File: config.mk
export PLATFORM = sky130hd
export DESIGN_NAME = vehicle_light_mode_qualifier_unit
export DESIGN_NICKNAME = d
export VERILOG_FILES = /design/src/rtl/core/vlmq_pkg.sv /design/src/rtl/core/vehicle_light_mode_qualifier_unit.sv /design/src/rtl/core/vlmq_cfg_regs.sv /design/src/rtl/core/vlmq_channel.sv
export SDC_FILE = /design/constraint.sdc
export NUM_CORES = 1
export LEC_CHECK = 0
export ABC_AREA = 1
export BUFFER_PORTS_ARGS = -buffer_cell sky130_fd_sc_hd__buf_4
export CAP_MARGIN = 0
export CORE_ASPECT_RATIO = 1.2
export CORE_UTILIZATION = 67
export DETAILED_ROUTE_END_ITERATION = 16
export PLACE_DENSITY = 0.91
export SYNTH_ARGS = -nofsm -noshare
export SYNTH_HDL_FRONTEND = slang
export SYNTH_HIERARCHICAL = 1
export SYNTH_SLANG_ARGS = --single-unit
File: constraint.sdc
create_clock -name clk_i -period 6.1 [get_ports clk_i]
set_input_delay 0 -clock clk_i [delete_from_list [all_inputs] [get_ports clk_i]]
set_output_delay 0 -clock clk_i [all_outputs]
set_load 0.005 [all_outputs]
File: src/rtl/core/vlmq_pkg.sv
package vlmq_pkg;

  localparam int unsigned LevelW   = 8;
  localparam int unsigned CountW   = 8;
  localparam int unsigned SampleW  = 2;
  localparam int unsigned CfgIdxW  = 3;

  typedef logic [CfgIdxW-1:0] cfg_idx_t;
  typedef logic [LevelW-1:0]  level_t;
  typedef logic [SampleW-1:0] sample_t;
  typedef logic [CountW-1:0]  count_t;

  // Configuration register indexes
  localparam cfg_idx_t CfgQualifyCount   = 3'd0;
  localparam cfg_idx_t CfgNightLevel     = 3'd1;
  localparam cfg_idx_t CfgRainWeakLevel  = 3'd2;
  localparam cfg_idx_t CfgRainStrongLevel = 3'd3;
  localparam cfg_idx_t CfgHighOnLevel    = 3'd4;

  // Reset values
  localparam count_t QualifyCountRst    = 8'd3;
  localparam level_t NightLevelRst      = 8'd178;
  localparam level_t RainWeakLevelRst   = 8'd178;
  localparam level_t RainStrongLevelRst = 8'd255;
  localparam level_t HighOnLevelRst     = 8'd255;

  // Corner request codes
  localparam logic [1:0] CornerOff   = 2'd0;
  localparam logic [1:0] CornerBoth  = 2'd1;
  localparam logic [1:0] CornerRight = 2'd2;
  localparam logic [1:0] CornerLeft  = 2'd3;

  typedef struct packed {
    count_t qualify_count;
    level_t night_level;
    level_t rain_weak_level;
    level_t rain_strong_level;
    level_t high_on_level;
  } cfg_t;

endpackage

File: src/rtl/core/vehicle_light_mode_qualifier_unit.sv
// Light mode qualifier: debounces five sampled light mode requests (low beam,
// rain, high beam, fog, corner) and drives lamp levels and on/off lines.
//
// Channels: the input channel (in_valid_i/in_ready_o) carries one sample of all
// five requests per item; the output channel (out_valid_o/out_ready_i) returns
// exactly one result item per sample. A separate configuration write channel
// (cfg_valid_i/cfg_ready_o, cfg_index_i, cfg_data_i) sets the qualify count and
// the lamp levels; it is always ready and should only be written while idle.
//
// An accepted sample is loaded into the input register, then into the result
// register, which raises out_valid_o. Throughput is one item per cycle while
// the receiver does not stall, set by the single pass through the per-channel
// run counters.
//
// Reset clears all run counters, previous and confirmed modes and drives all
// levels and lamps off; the configuration returns to its default values.
// When the receiver stalls, the result register holds and the input register
// fills; once both are full in_ready_o drops until the result is taken.
module vehicle_light_mode_qualifier_unit (
  input  logic              clk_i,
  input  logic              rst_ni,
  // configuration
  input  logic              cfg_valid_i,
  output logic              cfg_ready_o,
  input  vlmq_pkg::cfg_idx_t cfg_index_i,
  input  vlmq_pkg::level_t  cfg_data_i,
  // input samples
  input  logic              in_valid_i,
  output logic              in_ready_o,
  input  logic              low_beam_request_i,
  input  logic              rain_request_i,
  input  logic              high_beam_request_i,
  input  logic              fog_request_i,
  input  logic [1:0]        corner_request_i,
  // results
  output logic              out_valid_o,
  input  logic              out_ready_i,
  output vlmq_pkg::level_t  low_beam_level_o,
  output logic              low_beam_write_o,
  output vlmq_pkg::level_t  high_beam_level_o,
  output logic              high_beam_write_o,
  output logic              fog_lamp_on_o,
  output logic              left_corner_on_o,
  output logic              right_corner_on_o
);
  import vlmq_pkg::*;

  cfg_t cfg;

  // Input register
  logic       in_vld_q;
  logic       low_s_q, rain_s_q, high_s_q, fog_s_q;
  logic [1:0] corner_s_q;

  // Result register; the lamp levels double as the drive state
  logic   out_vld_q;
  level_t low_lvl_q, low_lvl_d, high_lvl_q, high_lvl_d;
  logic   low_wr_q, high_wr_q;
  logic   fog_q, fog_d, left_q, left_d, right_q, right_d;

  logic out_free, advance;
  logic acc_low, acc_rain, acc_high, acc_fog, acc_corner;

  // Advance the held sample whenever the result register can take it.
  assign out_free   = !out_vld_q || out_ready_i;
  assign advance    = in_vld_q && out_free;
  assign in_ready_o = !in_vld_q || out_free;

  vlmq_cfg_regs u_cfg (
    .clk_i       (clk_i),
    .rst_ni      (rst_ni),
    .cfg_valid_i (cfg_valid_i),
    .cfg_ready_o (cfg_ready_o),
    .cfg_index_i (cfg_index_i),
    .cfg_data_i  (cfg_data_i),
    .cfg_o       (cfg)
  );

  vlmq_channel u_ch_low (
    .clk_i (clk_i), .rst_ni (rst_ni), .advance_i (advance),
    .sample_i ({1'b0, low_s_q}), .qualify_count_i (cfg.qualify_count),
    .accept_o (acc_low)
  );

  vlmq_channel u_ch_rain (
    .clk_i (clk_i), .rst_ni (rst_ni), .advance_i (advance),
    .sample_i ({1'b0, rain_s_q}), .qualify_count_i (cfg.qualify_count),
    .accept_o (acc_rain)
  );

  vlmq_channel u_ch_high (
    .clk_i (clk_i), .rst_ni (rst_ni), .advance_i (advance),
    .sample_i ({1'b0, high_s_q}), .qualify_count_i (cfg.qualify_count),
    .accept_o (acc_high)
  );

  vlmq_channel u_ch_fog (
    .clk_i (clk_i), .rst_ni (rst_ni), .advance_i (advance),
    .sample_i ({1'b0, fog_s_q}), .qualify_count_i (cfg.qualify_count),
    .accept_o (acc_fog)
  );

  vlmq_channel u_ch_corner (
    .clk_i (clk_i), .rst_ni (rst_ni), .advance_i (advance),
    .sample_i (corner_s_q), .qualify_count_i (cfg.qualify_count),
    .accept_o (acc_corner)
  );

  // Lamp drive update; rain is evaluated after low beam, so it wins a tie.
  always_comb begin
    low_lvl_d  = low_lvl_q;
    high_lvl_d = high_lvl_q;
    fog_d      = fog_q;
    left_d     = left_q;
    right_d    = right_q;
    if (acc_low) begin
      low_lvl_d = low_s_q ? cfg.night_level : '0;
    end
    if (acc_rain) begin
      low_lvl_d = rain_s_q ? cfg.rain_strong_level : cfg.rain_weak_level;
    end
    if (acc_high) begin
      high_lvl_d = high_s_q ? '0 : cfg.high_on_level;
    end
    if (acc_fog) begin
      fog_d = fog_s_q;
    end
    if (acc_corner) begin
      left_d  = (corner_s_q == CornerBoth) || (corner_s_q == CornerLeft);
      right_d = (corner_s_q == CornerBoth) || (corner_s_q == CornerRight);
    end
  end

  always_ff @(posedge clk_i or negedge rst_ni) begin
    if (!rst_ni) begin
      in_vld_q <= 1'b0;
    end else if (in_ready_o) begin
      in_vld_q <= in_valid_i;
    end
  end

  always_ff @(posedge clk_i) begin
    if (in_valid_i && in_ready_o) begin
      low_s_q    <= low_beam_request_i;
      rain_s_q   <= rain_request_i;
      high_s_q   <= high_beam_request_i;
      fog_s_q    <= fog_request_i;
      corner_s_q <= corner_request_i;
    end
  end

  always_ff @(posedge clk_i or negedge rst_ni) begin
    if (!rst_ni) begin
      out_vld_q  <= 1'b0;
      low_lvl_q  <= '0;
      high_lvl_q <= '0;
      low_wr_q   <= 1'b0;
      high_wr_q  <= 1'b0;
      fog_q      <= 1'b0;
      left_q     <= 1'b0;
      right_q    <= 1'b0;
    end else begin
      if (out_free) begin
        out_vld_q <= in_vld_q;
      end
      if (advance) begin
        low_lvl_q  <= low_lvl_d;
        high_lvl_q <= high_lvl_d;
        low_wr_q   <= acc_low || acc_rain;
        high_wr_q  <= acc_high;
        fog_q      <= fog_d;
        left_q     <= left_d;
        right_q    <= right_d;
      end
    end
  end

  assign out_valid_o       = out_vld_q;
  assign low_beam_level_o  = low_lvl_q;
  assign low_beam_write_o  = low_wr_q;
  assign high_beam_level_o = high_lvl_q;
  assign high_beam_write_o = high_wr_q;
  assign fog_lamp_on_o     = fog_q;
  assign left_corner_on_o  = left_q;
  assign right_corner_on_o = right_q;

endmodule

File: src/rtl/core/vlmq_cfg_regs.sv
module vlmq_cfg_regs (
  input  logic              clk_i,
  input  logic              rst_ni,
  input  logic              cfg_valid_i,
  output logic              cfg_ready_o,
  input  vlmq_pkg::cfg_idx_t cfg_index_i,
  input  vlmq_pkg::level_t  cfg_data_i,
  output vlmq_pkg::cfg_t    cfg_o
);
  import vlmq_pkg::*;

  cfg_t cfg_q, cfg_d;

  assign cfg_ready_o = 1'b1;

  always_comb begin
    cfg_d = cfg_q;
    if (cfg_valid_i) begin
      case (cfg_index_i)
        CfgQualifyCount:    cfg_d.qualify_count     = cfg_data_i;
        CfgNightLevel:      cfg_d.night_level       = cfg_data_i;
        CfgRainWeakLevel:   cfg_d.rain_weak_level   = cfg_data_i;
        CfgRainStrongLevel: cfg_d.rain_strong_level = cfg_data_i;
        CfgHighOnLevel:     cfg_d.high_on_level     = cfg_data_i;
        default:            cfg_d = cfg_q;  // drop writes to unused indexes
      endcase
    end
  end

  always_ff @(posedge clk_i or negedge rst_ni) begin
    if (!rst_ni) begin
      cfg_q.qualify_count     <= QualifyCountRst;
      cfg_q.night_level       <= NightLevelRst;
      cfg_q.rain_weak_level   <= RainWeakLevelRst;
      cfg_q.rain_strong_level <= RainStrongLevelRst;
      cfg_q.high_on_level     <= HighOnLevelRst;
    end else begin
      cfg_q <= cfg_d;
    end
  end

  assign cfg_o = cfg_q;

endmodule

File: src/rtl/core/vlmq_channel.sv
module vlmq_channel (
  input  logic              clk_i,
  input  logic              rst_ni,
  input  logic              advance_i,
  input  vlmq_pkg::sample_t sample_i,
  input  vlmq_pkg::count_t  qualify_count_i,
  output logic              accept_o
);
  import vlmq_pkg::*;

  sample_t prev_q, conf_q;
  logic    prev_valid_q, conf_valid_q;
  count_t  count_q, count_d, run;

  // Restart the run on a changed or first sample, else extend it (wraps).
  assign run = (!prev_valid_q || prev_q != sample_i) ? count_t'(1) : count_q + count_t'(1);
  assign accept_o = (run >= qualify_count_i) && (!conf_valid_q || conf_q != sample_i);
  assign count_d  = accept_o ? '0 : run;

  always_ff @(posedge clk_i or negedge rst_ni) begin
    if (!rst_ni) begin
      prev_q       <= '0;
      prev_valid_q <= 1'b0;
      count_q      <= '0;
      conf_q       <= '0;
      conf_valid_q <= 1'b0;
    end else if (advance_i) begin
      prev_q       <= sample_i;
      prev_valid_q <= 1'b1;
      count_q      <= count_d;
      if (accept_o) begin
        conf_q       <= sample_i;
        conf_valid_q <= 1'b1;
      end
    end
  end

endmodule

-- After elaboration in Yosys (flattened, before gate mapping)
Cells that the tools add are included.
W data, S select, Z words.
- equal/unequal tests: 17
- multiplexer cells: 15
- reduce and logical (&&, ||, !) cells: 43
- magnitude comparators: 5
- add/sub/neg operators: 5
- operators with widths (cell ; number):
    $mux W8 ; 15
    $add A8 B1 Y8 const B ; 5
    $ge A8 B8 Y1 ; 5
    $reduce_and A2 Y1 ; 11
    $logic_or A1 B1 Y1 ; 15
    $logic_not A1 Y1 ; 8
    $ne A1 B1 Y1 ; 8
    $logic_and A1 B1 Y1 ; 7
    $eq A3 B2 Y1 const B ; 2
    $eq A2 B2 Y1 const B ; 2
    $ne A2 B2 Y1 ; 2
    $eq A3 B1 Y1 const B ; 1
    $eq A3 B3 Y1 const B ; 1
    $logic_not A3 Y1 ; 1
    $eq A2 B1 Y1 const B ; 1
    $reduce_bool A2 Y1 ; 1
- output and inout port bits: 24
- register bits after elaboration: 126
- input port bits: 22
- word-level logic and storage cells: 124

-- Longest topological paths before layout
- depth after elaboration: 7
- mapped depth: 22
- mapped depth without buffers: 21

-- Hierarchy
Netlist, hierarchy kept.
- by module, submodules not included (module ; sequential area each (um^2) ; instances ; area each (um^2) ; cells an instance):
    vlmq_channel ; 350.3 ; 5 ; 1012.2 ; 137
    vlmq_cfg_regs ; 1033.5 ; 1 ; 1701.6 ; 184
    vehicle_light_mode_qualifier_unit ; 755.7 ; 1 ; 1423.9 ; 176

-- Least setup slack after synthesis
OpenSTA, ideal clock, no wires.
- kind: register -> register
- from: register rain_s_q
- to: register low_wr_q (netlist: low_beam_write_o)
- slack: 3.770 ns
- arrival time: 2.209 ns
- data required time: 5.979 ns
- buffers on the path: 1
- library setup time: 0.121 ns
- cell stages (with the launch flop): 19
- clock period less this slack: 2.330 ns
- cells stage by stage: edfxtp_1 nand2_1 nand3_2 nor2_4 inv_2 nor2_2 ha_1 nand2_1 nor2_1 nor2_1 nand2_1 nand2_1 nand2_1 nand2_4 inv_1 buf_4 nor2_4 nand3b_4 nand2_1
- cells in the longest elaborated chain, start to end: 6
- elaborated cells on any way between the ends: 8
- classes of those cells: order compare (1); eq/ne (2); mux (1); reduce/logical (4)
- ends and longest elaborated chain (element ; line ; text):
    from (decl) ; vehicle_light_mode_qualifier_unit.sv:52 ; logic low_s_q, rain_s_q, high_s_q, fog_s_q;
    from (signal assigned) ; vehicle_light_mode_qualifier_unit.sv:145 ; rain_s_q <= rain_request_i;
    $ne A1 B1 Y1 ; vlmq_channel.sv:16 ; assign run = (!prev_valid_q || prev_q != sample_i) ? count_t'(1) : count_q + count_t'(1);
    $logic_or A1 B1 Y1 ; vlmq_channel.sv:16 ;
    $mux W8 ; vlmq_channel.sv:16 ;
    $ge A8 B8 Y1 ; vlmq_channel.sv:17 ; assign accept_o = (run >= qualify_count_i) && (!conf_valid_q || conf_q != sample_i);
    $logic_and A1 B1 Y1 * ; vlmq_channel.sv:17 ;
    named net acc_rain ; vehicle_light_mode_qualifier_unit.sv:62 ; logic acc_low, acc_rain, acc_high, acc_fog, acc_corner;
    $logic_or A1 B1 Y1 * ; vehicle_light_mode_qualifier_unit.sv:169 ; low_wr_q <= acc_low || acc_rain;
    to (signal assigned) ; vehicle_light_mode_qualifier_unit.sv:169 ;
    to (decl) ; vehicle_light_mode_qualifier_unit.sv:58 ; logic low_wr_q, high_wr_q;
The timed path passes the listed nets; every way through them passes the cells marked *.
A chain may end at the register's enable or synchronous reset.

-- Worst setup path in the final report
- from: register rain_s_q
- to: register low_lvl_q[6] (netlist: low_beam_level_o[6])
- cells in the longest elaborated chain, start to end: 7
- elaborated cells on any way between the ends: 11
- classes of those cells: order compare (1); eq/ne (2); mux (3); reduce/logical (5)
- ends and longest elaborated chain (element ; line ; text):
    $ne A1 B1 Y1 ; vlmq_channel.sv:16 ;
    $logic_or A1 B1 Y1 ; vlmq_channel.sv:16 ;
    $mux W8 ; vlmq_channel.sv:16 ;
    $ge A8 B8 Y1 ; vlmq_channel.sv:17 ;
    $logic_and A1 B1 Y1 * ; vlmq_channel.sv:17 ;
    named net acc_rain ; vehicle_light_mode_qualifier_unit.sv:62 ;
    $reduce_bool A2 Y1 (no line) ; -- ;
    $reduce_and A2 Y1 (no line) ; -- ;
    to (signal assigned) ; vehicle_light_mode_qualifier_unit.sv:167 ; low_lvl_q <= low_lvl_d;
    to (decl) ; vehicle_light_mode_qualifier_unit.sv:57 ; level_t low_lvl_q, low_lvl_d, high_lvl_q, high_lvl_d;
Marked as above.

==> results.md <==
- Status: complete, no violations
- Area of the mapped netlist: 8187 µm²
- Vias/cell: 5.585
- Gr ovfl total: 0
- CTS HTree Levels: 4
- Most frequent cells in the layout: nand2_1 (395), inv_1 (122), nand3_1 (107), dfrtp_1 (107)
- Fin Setup TNS: 0 ns
- DRT iter0 DRCs: 555
- Sw Pwr: 0.001210 W
- Die height: 123.1 µm
- Crit start category: register
- Combinational Power Share: 30.0%
- Worst-path fanout max: 13
- Clk pwr share: 29.7%
- Hold Crit Class: primary input to async pin
- Buf/Inv on CP: 3
- Critical path arrival: 3.30 ns
- Post-CTS Setup Inserts: 0
- Global-route wire length before repair: 33.79 mm
- Fin crit period: 2.926 ns
- DIE AREA: 12,670 µm²
- Static leakage: 5.161 nW
- Worst Max-Slew Pin Slew: 0.9667 ns
- # rows: 43
- Worst vdd ir: 270.4 µV
- RSZ-0062 raised after global routing: false
- Placed wire-length estimate: 12.84 mm
- Layout cells sized above 1: 17.46%
- Diodes inserted: 0
- Fin. Hold Viols: 0
- Final cycle utilization of the critical path: 47.97%
- Final hold slack: 0.1670 ns
- Clock net sink count: 139
- CTS clock-pin slew for the worst setup and hold paths: 0.06 ns
- Setup Crit Path Kind: register to register
- Synth unique cells: 32
- Antenna Violating Nets Remaining: 0
- CP Capture Type: register
- CP max stage cell: edfxtp_1
- IO Count: 46
- Clock Path Buffers: 2
- Initial antenna violation count: 0
- Final setup fails: 0
- Wire length per cell: 15.52 µm
- 1st-pass router iterations: 7
- Vias in the first global route: 7,460
- Core Area: 11,730 µm²
- Maxcap violations: 0
- Ordered cell list for the critical path: inv_2 > nand2_2 > nand3_2 > nor2_4 > inv_2 > nor2_2 > ha_1 > nand2_1 > nor2_1 > nor2_1 > nand2_1 > nand2_1 > nand2_1 > nand2_4 > inv_1 > nor2_4 > nand3b_4 > nand2_1 > nand2_1
- Pwr/cell area: 346.1 nW/µm²
- Syn Inst Count: 1,045
- Skew final: 0.01401 ns
- WL final: 20.39 mm
- Commonest non-fill, non-tap cell in the layout: nand2_1
- Area Overhead vs Synth: 16.98%
- FMAX: 341.8 MHz
- Int Power: 0.002104 W
- Nets: 1,213
- Tot GR Track Use: 35.37%
- Root Driver: clkbuf_16
- Pin count of the biggest net entering global routing: 82
- Seq pwr share: 40.3%
- GPL Wtd Cong: 0.9140
- Sw Share: 36.51%
- Required @ worst endpoint: 6.47 ns
- Num CTS Buffers: 17
- CP most frequent cell: nand2_1
- CTS tree: yes
- Post-synthesis sequential area ratio: 43.25%
- YS warnings: 6
- Die span in x: 102.9 µm
- Yosys reg bits: 139
- Vias: 7,339
- IO Port Bufs: 44
- Pins over their slew limit: 0
- Critical path's top delay family: simple AND/OR/NAND/NOR gates
- Rel. slew slack: 35.55%
- Starting Density: 69.80%
- CP peak stage delay: 0.60 ns
- Synthesized area per cell: 7.834 µm²
- DRC violations left: 0
- Clock latency on the worst-skew pair: 0.44 ns
-- cell families (layout without fill, tap and decap cells) --
group / after synthesis / after routing / synth area share, %
xor+xnor: 25 / 25 / 2.675
compound gates: 50 / 50 / 3.790
simple gates: 627 / 627 / 35.29
flops: 139 / 139 / 43.25
other cells: 2 / 17 / 0.09174
fa+ha+maj: 47 / 47 / 7.183
buf+inv: 155 / 252 / 7.718
-- power by group through the flow --
stage	sequential, W	clock (W)	combinational (W)
floorplan	0.00129	0	0.000666
global placement	0.00133	0	0.000889
detailed placement	0.00133	0	0.000941
CTS	0.00132	0.000989	0.000975
global route	0.00135	0.00103	0.00112
finish	0.00133	0.000985	0.000995
-- through the flow --
step                area, µm²  std cells  worst slack, ns  utilization (%)  power (W)
global placement         8701       1251            3.412            74.18   0.002216
floorplan                8243       1060            3.770                -   0.001954
CTS                      9577       1314            3.248            81.65   0.003287
detailed placement       8701       1251            3.307            74.18   0.002272
finish                   9577       1314            3.174            81.65   0.003314
global route             9577       1314            2.906            81.65   0.003508
-- flip-flops by register name, indices dropped and copies added (netlist names), 2 cells and up --
signal and flops:
u_cfg/cfg_o 40, u_ch_low/count_q 8, u_ch_low/prev_q 2, u_ch_corner/conf_q 2, corner_s_q 2, u_ch_high/count_q 8
u_ch_corner/count_q 8, u_ch_high/prev_q 2, low_beam_level_o 8, u_ch_rain/prev_q 2, u_ch_rain/count_q 8, u_ch_rain/conf_q 2
high_beam_level_o 8, u_ch_fog/conf_q 2, u_ch_low/conf_q 2, u_ch_high/conf_q 2, u_ch_corner/prev_q 2, u_ch_fog/prev_q 2
u_ch_fog/count_q 8
-- worst reg2reg max path, cell delays in order, from the launching register on --
cell	delay (ns)
edfxtp_1	0.60
inv_2	0.11
nand2_2	0.08
nand3_2	0.07
nor2_4	0.15
inv_2	0.09
nor2_2	0.15
ha_1	0.28
nand2_1	0.08
nor2_1	0.04
nor2_1	0.07
nand2_1	0.05
nand2_1	0.05
nand2_1	0.12
nand2_4	0.14
inv_1	0.20
nor2_4	0.21
nand3b_4	0.21
nand2_1	0.07
nand2_1	0.08
-- final cells by class --
class                           count  area [µm²]
Fill cell                         713        2152
Multi-Input combinational cell    766        4078
Clock buffer                       23       490.5
Timing Repair Buffer               78       663.1
Clock inverter                      9       75.07
Tap cell                          157       196.4
Inverter                          142       533.0
Sequential cell                   139        3541
-- final timing paths --
path	slack, ns	to	cells after the start	from
max	3.17	low_beam_level_o[6]$_DFFE_PN0P_	19	rain_s_q$_DFFE_PP_
min	0.17	right_corner_on_o$_DFFE_PN0P_	2	rst_ni
max reg2reg	3.17	low_beam_level_o[6]$_DFFE_PN0P_	19	rain_s_q$_DFFE_PP_
min reg2reg	0.45	u_ch_fog/conf_valid_q$_DFFE_PN0P_	2	u_ch_fog/conf_valid_q$_DFFE_PN0P_
max in group asynchronous	4.50	u_cfg/cfg_o[34]$_DFFE_PN0P_	3	rst_ni
min in group clk_i	0.29	low_s_q$_DFFE_PP_	2	low_beam_request_i
-- cells in the mapped netlist --
master	n	area [µm²]
nand3_1	107	535.5
o21ai_0	9	45.04
buf_4	9	67.56
o21a_1	5	37.54
inv_1	122	457.9
clkinv_1	6	22.52
or2_2	5	31.28
nand2_1	395	1483
xnor2_1	10	87.58
buf_2	1	5.000
conb_1	2	7.510
edfxtp_1	6	180.2
dfrtp_1	107	2678
a21oi_2	1	8.760
a31oi_1	5	31.28
nor2_1	21	78.83
xor2_1	15	131.4
nand3_2	5	50.05
clkbuf_1	1	3.750
dfstp_2	26	683.2
o211ai_2	5	62.56
nand3b_4	1	20.02
nor2_4	12	135.1
ha_1	47	588.1
nand2_2	15	93.84
nor2_2	35	219.0
buf_6	2	22.52
nor2_8	1	20.02
a21oi_1	25	125.1
inv_2	14	52.55
nand4_1	23	143.9
nand2_4	7	78.83
-- per-layer routing --
layer	wire length, µm	GRT usage (%)	share of wire, %	vias up
met4	869	19.10	4.3	0
met1	7606	38.47	37	3516
li1	-	-	-	3466
met5	0	0	0	-
met3	1328	8.762	6.5	74
met2	10590	62.71	52	283
-- repair_timing --
item / 4_1_cts / 5_1_grt
hold buffers: 31 / 0
resized for setup: 0 / 0
hold endpoints to repair: 100 / 0
No activity file was read; power rests on OpenSTA's default activity.
